### config.mk
export PLATFORM = sky130hd
export DESIGN_NAME = combined_lcg_shuffle_rng
export DESIGN_NICKNAME = d
export VERILOG_FILES = /design/src/design/clsr_pkg.sv /design/src/design/combined_lcg_shuffle_rng.sv /design/src/design/clsr_mulmod.sv
export SDC_FILE = /design/constraint.sdc
export NUM_CORES = 2
export LEC_CHECK = 0
export BUFFER_PORTS_ARGS = -buffer_cell sky130_fd_sc_hd__buf_2
export CORE_MARGIN = 3
export CORE_UTILIZATION = 48
export CTS_CLUSTER_SIZE = 10
export DETAILED_ROUTE_END_ITERATION = 7
export PLACE_DENSITY = 0.6
export SYNTH_ARGS = -nofsm -noshare
export SYNTH_HDL_FRONTEND = slang
export SYNTH_SLANG_ARGS = --single-unit
### constraint.sdc
create_clock -name clk_i -period 21.4 [get_ports clk_i]
set_input_delay 2.14 -clock clk_i [delete_from_list [all_inputs] [get_ports clk_i]]
set_output_delay 2.14 -clock clk_i [all_outputs]
set_load 0.02 [all_outputs]
### src/design/clsr_pkg.sv
// Shared constants, types and widths for the combined LCG shuffle generator.
// Used by clsr_mulmod and combined_lcg_shuffle_rng; depends on nothing.
package clsr_pkg;

  localparam int unsigned TABLE_DEPTH = 32;
  localparam int unsigned WARM_EXTRA  = 8;
  localparam int unsigned WARM_STEPS  = TABLE_DEPTH + WARM_EXTRA;

  localparam int unsigned VAL_W  = 31;
  localparam int unsigned MUL_W  = 16;
  localparam int unsigned PROD_W = VAL_W + MUL_W;
  localparam int unsigned FOLD_W = 8;

  localparam int unsigned SLOT_W = $clog2(TABLE_DEPTH);
  localparam int unsigned WARM_W = $clog2(WARM_STEPS);

  localparam logic [VAL_W-1:0] MOD_A        = 31'd2147483563;
  localparam logic [VAL_W-1:0] MOD_B        = 31'd2147483399;
  localparam logic [MUL_W-1:0] MUL_A        = 16'd40014;
  localparam logic [MUL_W-1:0] MUL_B        = 16'd40692;
  localparam logic [VAL_W-1:0] SEED_B_RESET = 31'd123456789;
  localparam logic [VAL_W-1:0] SPAN         = MOD_A - 31'd1;

  // 2^31 is congruent to these values modulo each modulus
  localparam logic [FOLD_W-1:0] FOLD_A = FOLD_W'(32'h8000_0000 - 32'(MOD_A));
  localparam logic [FOLD_W-1:0] FOLD_B = FOLD_W'(32'h8000_0000 - 32'(MOD_B));

  localparam logic [VAL_W-1:0] SLOT_DIV =
    VAL_W'(64'd1 + 64'd2147483562 / 64'(TABLE_DEPTH));

  typedef struct packed {
    logic go;
    logic sel_b;
  } mm_req_t;

  typedef struct packed {
    logic done;
    logic sel_b;
  } mm_rsp_t;

endpackage

### src/design/combined_lcg_shuffle_rng.sv
// Top level of the combined two-generator random source with shuffle table.
// Depends on clsr_pkg and clsr_mulmod.
//
// Each input transfer gives exactly one output transfer. tuser carries the
// kind flag (0 = draw, 1 = reseed then draw), tdata bits 30:0 the seed. A
// draw runs through the states MULA, MULB, WAIT and MIX, and the next item
// can be taken as soon as its result is in the output register: a single
// shared multiply/reduce unit (two stages) advances the first and then the
// second generator, and the mix with the table entry follows. The slot index
// is found by comparing the output register against the fixed slot
// boundaries and is registered every cycle, off the draw's path. A reseed
// first runs TABLE_DEPTH + 8 warm-up steps through the same unit, each a
// WARM and a WWAIT state, before its draw. The block takes one item at a
// time; the output register lets the next item be accepted while the
// previous result waits, and a finished result is held back only if the
// earlier one has still not been taken. The shuffle table is a memory with
// one write port and one registered read port, plus per-entry valid flops,
// so an entry never written reads as zero straight after reset.
module combined_lcg_shuffle_rng (
  input  logic        clk_i,
  input  logic        rst_ni,
  input  logic        s_axis_tvalid_i,
  output logic        s_axis_tready_o,
  input  logic [31:0] s_axis_tdata_i,   // [30:0] seed_value, [31] zero
  input  logic        s_axis_tuser_i,   // [0] kind
  output logic        m_axis_tvalid_o,
  input  logic        m_axis_tready_i,
  output logic [31:0] m_axis_tdata_o    // [30:0] random_value, [31] zero
);
  import clsr_pkg::*;

  localparam logic [2:0] ST_IDLE  = 3'd0;
  localparam logic [2:0] ST_WARM  = 3'd1;
  localparam logic [2:0] ST_WWAIT = 3'd2;
  localparam logic [2:0] ST_MULA  = 3'd4;
  localparam logic [2:0] ST_MULB  = 3'd5;
  localparam logic [2:0] ST_WAIT  = 3'd6;
  localparam logic [2:0] ST_MIX   = 3'd7;

  logic [2:0]        state_q, state_d;
  logic [VAL_W-1:0]  gen_a_q, gen_a_d;
  logic [VAL_W-1:0]  gen_b_q, gen_b_d;
  logic [VAL_W-1:0]  last_q, last_d;
  logic [WARM_W-1:0] warm_q, warm_d;
  logic [SLOT_W-1:0] slot_q, slot_d;
  logic              out_valid_q, out_valid_d;
  logic [VAL_W-1:0]  out_data_q, out_data_d;

  logic [VAL_W-1:0]       mem_q [TABLE_DEPTH];
  logic [VAL_W-1:0]       rd_q;
  logic [TABLE_DEPTH-1:0] valid_q;

  mm_req_t          mm_req;
  mm_rsp_t          mm_rsp;
  logic [VAL_W-1:0] mm_x;
  logic [VAL_W-1:0] mm_res;

  logic              in_fire;
  logic [VAL_W-1:0]  seed;
  logic              we;
  logic [SLOT_W-1:0] waddr;
  logic [VAL_W-1:0]  wdata;
  logic [VAL_W-1:0]  entry;
  logic [VAL_W+1:0]  diff;
  logic [VAL_W+1:0]  mixed;
  logic              mix_go;

  clsr_mulmod u_mulmod (
    .clk_i  (clk_i),
    .rst_ni (rst_ni),
    .req_i  (mm_req),
    .x_i    (mm_x),
    .rsp_o  (mm_rsp),
    .res_o  (mm_res)
  );

  assign s_axis_tready_o = (state_q == ST_IDLE);
  assign in_fire         = s_axis_tvalid_i & s_axis_tready_o;
  assign seed            = (s_axis_tdata_i[VAL_W-1:0] == '0) ? VAL_W'(1)
                                                             : s_axis_tdata_i[VAL_W-1:0];

  // slot index: the highest slot whose lower boundary the output register
  // reaches; stopping at the last slot gives the saturation
  always_comb begin
    slot_d = '0;
    for (int unsigned k = 1; k < TABLE_DEPTH; k++) begin
      if (64'(last_q) >= 64'(k) * 64'(SLOT_DIV)) begin
        slot_d = SLOT_W'(k);
      end
    end
  end

  // combine the selected entry with the second generator, wrap into range
  assign entry  = valid_q[slot_q] ? rd_q : '0;
  assign diff   = (VAL_W+2)'(entry) - (VAL_W+2)'(gen_b_q);
  assign mixed  = (diff[VAL_W+1] || (diff == '0)) ? diff + (VAL_W+2)'(SPAN) : diff;
  assign mix_go = (state_q == ST_MIX) && (!out_valid_q || m_axis_tready_i);

  // requests to the shared unit
  always_comb begin
    mm_req = '0;
    mm_x   = gen_a_q;
    unique case (state_q)
      ST_WARM: mm_req.go = 1'b1;
      ST_MULA: mm_req.go = 1'b1;
      ST_MULB: begin
        mm_req.go    = 1'b1;
        mm_req.sel_b = 1'b1;
        mm_x         = gen_b_q;
      end
      default: mm_req = '0;
    endcase
  end

  // table write port: warm-up fill or refill of the drawn slot
  always_comb begin
    we    = 1'b0;
    waddr = slot_q;
    wdata = gen_a_q;
    if ((state_q == ST_WWAIT) && mm_rsp.done && (warm_q < WARM_W'(TABLE_DEPTH))) begin
      we    = 1'b1;
      waddr = warm_q[SLOT_W-1:0];
      wdata = mm_res;
    end else if (mix_go) begin
      we = 1'b1;
    end
  end

  // sequencer
  always_comb begin
    state_d     = state_q;
    gen_a_d     = gen_a_q;
    gen_b_d     = gen_b_q;
    last_d      = last_q;
    warm_d      = warm_q;
    out_valid_d = out_valid_q & ~m_axis_tready_i;
    out_data_d  = out_data_q;

    // take results from the shared unit as they come back
    if (mm_rsp.done) begin
      if (mm_rsp.sel_b) begin
        gen_b_d = mm_res;
      end else begin
        gen_a_d = mm_res;
      end
    end

    unique case (state_q)
      ST_IDLE: begin
        if (in_fire) begin
          if (s_axis_tuser_i) begin
            gen_a_d = seed;
            gen_b_d = seed;
            warm_d  = WARM_W'(WARM_STEPS - 1);
            state_d = ST_WARM;
          end else begin
            state_d = ST_MULA;
          end
        end
      end
      ST_WARM: state_d = ST_WWAIT;
      ST_WWAIT: begin
        if (mm_rsp.done) begin
          if (warm_q == '0) begin
            // last warm-up value is slot zero and the new output register
            last_d  = mm_res;
            state_d = ST_MULA;
          end else begin
            warm_d  = warm_q - WARM_W'(1);
            state_d = ST_WARM;
          end
        end
      end
      ST_MULA: state_d = ST_MULB;
      ST_MULB: state_d = ST_WAIT;
      ST_WAIT: begin
        if (mm_rsp.done && mm_rsp.sel_b) begin
          state_d = ST_MIX;
        end
      end
      ST_MIX: begin
        // hold until the previous result has left the output register
        if (mix_go) begin
          last_d      = mixed[VAL_W-1:0];
          out_data_d  = mixed[VAL_W-1:0];
          out_valid_d = 1'b1;
          state_d     = ST_IDLE;
        end
      end
      default: state_d = ST_IDLE;
    endcase
  end

  always_ff @(posedge clk_i or negedge rst_ni) begin
    if (!rst_ni) begin
      state_q     <= ST_IDLE;
      gen_a_q     <= VAL_W'(1);
      gen_b_q     <= SEED_B_RESET;
      last_q      <= '0;
      warm_q      <= '0;
      slot_q      <= '0;
      out_valid_q <= 1'b0;
      out_data_q  <= '0;
      valid_q     <= '0;
    end else begin
      state_q     <= state_d;
      gen_a_q     <= gen_a_d;
      gen_b_q     <= gen_b_d;
      last_q      <= last_d;
      warm_q      <= warm_d;
      slot_q      <= slot_d;
      out_valid_q <= out_valid_d;
      out_data_q  <= out_data_d;
      if (we) begin
        valid_q[waddr] <= 1'b1;
      end
    end
  end

  // shuffle table memory, registered read at the current slot
  always_ff @(posedge clk_i) begin
    if (we) begin
      mem_q[waddr] <= wdata;
    end
    rd_q <= mem_q[slot_q];
  end

  assign m_axis_tvalid_o = out_valid_q;
  assign m_axis_tdata_o  = {1'b0, out_data_q};

`ifndef SYNTHESIS
  // the second generator only returns while its draw is waiting for it
  assert property (@(posedge clk_i) disable iff (!rst_ni)
    mm_rsp.done && mm_rsp.sel_b |-> state_q == ST_WAIT)
    else $error("second generator result outside its wait state");

  // a finished result never overwrites one still waiting
  assert property (@(posedge clk_i) disable iff (!rst_ni)
    state_q == ST_MIX && out_valid_q && !m_axis_tready_i |=> state_q == ST_MIX)
    else $error("result produced while output register still occupied");

  // every result lies in the generator range
  assert property (@(posedge clk_i) disable iff (!rst_ni)
    out_valid_q |-> out_data_q != '0 && out_data_q <= SPAN)
    else $error("result outside range");

  // a plain draw goes straight to the first generator step
  assert property (@(posedge clk_i) disable iff (!rst_ni)
    in_fire && !s_axis_tuser_i |=> state_q == ST_MULA)
    else $error("draw did not start with the first generator step");
`endif

endmodule

### src/design/clsr_mulmod.sv
// Shared two-stage multiply and modular reduction unit for both generators.
// Depends on clsr_pkg.
module clsr_mulmod (
  input  logic                           clk_i,
  input  logic                           rst_ni,
  input  clsr_pkg::mm_req_t              req_i,
  input  logic [clsr_pkg::VAL_W-1:0]     x_i,
  output clsr_pkg::mm_rsp_t              rsp_o,
  output logic [clsr_pkg::VAL_W-1:0]     res_o
);
  import clsr_pkg::*;

  logic [PROD_W-1:0] prod_q, prod_d;
  logic              s1_valid_q, s1_sel_q;
  mm_rsp_t           rsp_q;
  logic [VAL_W-1:0]  res_q, res_d;

  logic [MUL_W-1:0]  mul_k;
  logic [FOLD_W-1:0] fold_k;
  logic [VAL_W-1:0]  mod_k;
  logic [VAL_W:0]    sum;

  // stage 1: exact product
  always_comb begin
    mul_k  = req_i.sel_b ? MUL_B : MUL_A;
    prod_d = PROD_W'(x_i) * PROD_W'(mul_k);
  end

  // stage 2: fold the high part back in, then one conditional subtract
  always_comb begin
    fold_k = s1_sel_q ? FOLD_B : FOLD_A;
    mod_k  = s1_sel_q ? MOD_B : MOD_A;
    sum    = (VAL_W+1)'(prod_q[VAL_W-1:0])
           + (VAL_W+1)'(prod_q[PROD_W-1:VAL_W]) * (VAL_W+1)'(fold_k);
    if (sum >= {1'b0, mod_k}) begin
      res_d = VAL_W'(sum - {1'b0, mod_k});
    end else begin
      res_d = sum[VAL_W-1:0];
    end
  end

  always_ff @(posedge clk_i or negedge rst_ni) begin
    if (!rst_ni) begin
      s1_valid_q <= 1'b0;
      s1_sel_q   <= 1'b0;
      rsp_q      <= '0;
    end else begin
      s1_valid_q <= req_i.go;
      s1_sel_q   <= req_i.sel_b;
      rsp_q.done  <= s1_valid_q;
      rsp_q.sel_b <= s1_sel_q;
    end
  end

  always_ff @(posedge clk_i) begin
    prod_q <= prod_d;
    res_q  <= res_d;
  end

  assign rsp_o = rsp_q;
  assign res_o = res_q;

endmodule

==> impl_results.md <==
- Outcome: finished clean
- Number of synthesized flops with an enable pin: around 990
- #FFs+latches synth: between 1000 and 1500
- Initial Util: 0.485
- Crit. End Element: flop
- Ports: 71
- WP buf/inv: 4
- Hold buffers post-CTS: 0
- First-pass GRT wire length: approximately 270 mm
- Tot Pwr: a little over 5 mW
- Fin crit period: just over 9 ns
- Largest net degree at the start of global routing: 110
- Die Wd: between 300 and 400 um
- Worst vdd ir: roughly 0.00008 V
- Worst-case clock buffer depth: 3
- Post-route clock period utilization: 0.433
- TritonCTS Buffers: 149
- Vias: ~39000
- GPL Wtd Cong: about 0.93
- Layout overhead on the synthesized area: 11.2%
- Final setup fails: 0
- Slew Viols, Final: 0
- Post-Layout Cell Count: 6648
- CP most frequent cell: fa_1
- CTS tree: yes
- Hold WC Path Type: reg2reg
- Core Region: around 140000 um2
- Vias per Instance: 5.84
- First-pass iteration count of the detailed router: 5
- Worst Setup Start Kind: flop
- Cell variety after synth: 87
- Number of cells after detailed placement: ~6400
- Worst rel slew slack: 0.216
- Root buffer cell: clkbuf_16
- DP HPWL: approximately 120 mm
- Ys async rst share: 0.137
- Post-synthesis sequential area ratio: 0.543
- Max cap viols: 0
- Port bufs: between 60 and 70
- Initial antenna violation count: 8
- Die height: 380 um
- Net Count, Synth: 5261
- Die area: 144000 um2
- Final hold violations: 0
- Routed length per placed instance: between 20 and 30 um
- Grt total ovfl: 0
- Share of cells above drive strength 1: 0.172
- Yosys warns: 0
- Htree depth: 4
- Worst-path clk slew: 0.06 ns
- Critical-path top delay cell: buf_4
- Final #Nets: 5376
- Data arrival, critical path: 9.94 ns
- Unrepaired setup endpoints after global routing: false
- Worst-Skew Late Latency: between 0.7 and 0.8 ns
- Cells after Synth: 4563
- Mean post-synth cell area: 14.7 um2
- Cell Rows: approximately 140
- Cell Pwr Density: around 68 nW/um2
- Slew of the pin with the lowest slew margin: 1.17 ns
- Max Freq: between 100 and 150 MHz
- CP Data Required Time: 22.08 ns
- WS Path Type: reg2reg
- Antenna Nets Post-Route: 0
- Routed WL: ~180 mm
- Synthesized cell area: between 60000 and 70000 um2
- Setup Buffers After CTS: 0
- Post-CTS sizing: 0
- Post-route setup TNS: 0 ns
- Setup Skew: approximately 0.072 ns
- CP top delay family: adder cells
- Post-synth top flop: edfxtp_1
- Pleak: between 20 and 25 nW
- 1st-iter DRT viols: slightly below 4000
- CTS sink count: 1275
- Critical Path Fanout Max: 85
- Total track usage: 0.250
- DRC Markers: 0
- CP peak stage delay: 0.68 ns
- Vias in the first global route: 39900
==> cell families after synthesis <==
kind of cell,share of synthesized area
buffers and inverters,0.0362
multiplexers,0.120
flip-flops,0.543
adder cells (fa/ha/maj),0.166
XOR/XNOR,0.0179
other,0.000112
AND/OR/NAND/NOR,0.0617
AO/OA/AOI/OAI,0.0558
==> registers in the layout, indices dropped and copies added (netlist names) <==
signal               count
u_mulmod.res_o          31
slot_q                   5
mem_q                  992
u_mulmod.rsp_o           2
out_data_q              31
u_mulmod.prod_q         46
gen_a_q                 31
last_q                  31
rd_q                    31
u_mulmod.s1_sel_q        1
warm_q                   6
m_axis_tvalid_o          1
u_mulmod.s1_valid_q      1
valid_q                 32
state_q                  3
gen_b_q                 31
==> synthesized netlist by cell type (all sizes together), types with 15 or more instances <==
master,number,area share
ha,284,0.053
a31oi,81,0.0076
or3,17,0.0017
a21oi,162,0.012
xnor2,89,0.012
and3,22,0.0021
a21o,46,0.0052
clkbuf,139,0.0078
nand2,262,0.015
mux2,64,0.011
o21ai,149,0.011
xor2,48,0.0063
and2,39,0.0036
or2,50,0.0047
a211oi,22,0.0025
dfrtp,158,0.059
inv,474,0.027
dfxtp,108,0.032
nand4,21,0.0020
fa,377,0.11
nor3,36,0.0027
buf,31,0.0019
nor4,15,0.0014
dfstp,17,0.0067
mux4,320,0.11
nor2b,59,0.0055
o21a,21,0.0024
nand3,47,0.0035
edfxtp,992,0.44
nand2b,21,0.0020
nor2,234,0.013
==> per-layer routing <==
layer  track usage  up-vias  wire, um
li1              -    16900         -
met1         0.346    20400     74800
met2         0.411     1251     87400
met3        0.0395      259     11300
met4        0.0763        0      5620
met5             0        -         0
==> worst paths after layout <==
path	startpoint	end	slack (ns)	cells past startpoint
max in group asynchronous	rst_ni	gen_b_q[12]$_DFF_PN0_	18.43	2
min	u_mulmod.s1_valid_q$_DFF_PN0_	u_mulmod.rsp_o[1]$_DFF_PN0_	0.35	0
max reg2reg	state_q[1]$_DFFE_PN0P_	u_mulmod.prod_q[45]$_DFF_P_	12.14	26
max	state_q[1]$_DFFE_PN0P_	u_mulmod.prod_q[45]$_DFF_P_	12.14	26
min in group asynchronous	rst_ni	out_data_q[1]$_DFFE_PN0P_	1.43	1
min reg2reg	u_mulmod.s1_valid_q$_DFF_PN0_	u_mulmod.rsp_o[1]$_DFF_PN0_	0.35	0
==> final cells by class <==
type	count	area, um2
clock inverters	19	440
well taps	1863	2330
repair buffers	134	870
clock buffers	235	4150
flip-flops and latches	1275	36400
fillers	11100	63600
inverters	474	1780
multi-input cells	2644	28500
diodes	4	10.0
==> stage by stage <==
stage	setup WS (ns)	instance area, um2	hold slack, ns	util
floorplan	13.34	67000	0.331	-
global placement	12.20	69800	0.333	0.506
detailed placement	12.20	69800	0.337	0.506
CTS	12.17	74400	0.350	0.539
global route	11.62	74400	0.365	0.539
finish	12.14	74400	0.348	0.539
==> where the power goes <==
part	switching (mW)	internal, mW	total, mW
Combinational	0.0153	0.00554	0.0208
Clock	0.997	1.40	2.39
Sequential	0.00452	2.64	2.64
Total	1.02	4.04	5.06
==> cells in the final DEF, fill, tap and decap left out, types with 22 or more instances in the layout <==
master / netlist / routed
ha_1: 284 / 284
inv_1: 474 / 474
and3_1: 22 / 22
a21o_1: 46 / 46
nand2_1: 262 / 261
nor3_1: 36 / 36
mux2_2: 64 / 64
o21ai_0: 138 / 137
xor2_1: 48 / 48
clkbuf_1: 139 / 80
mux4_2: 320 / 320
and2_1: 37 / 36
or2_2: 49 / 49
nor2_1: 234 / 200
buf_2: 2 / 67
nand3_1: 47 / 46
nor2_4: 0 / 33
edfxtp_1: 992 / 992
dfrtp_1: 158 / 153
clkbuf_16: 0 / 152
dfxtp_1: 108 / 108
xnor2_1: 89 / 89
a21oi_1: 162 / 160
nor2b_1: 59 / 59
buf_4: 2 / 64
a31oi_1: 81 / 79
fa_1: 377 / 377
(Power assumes the default switching activity.)
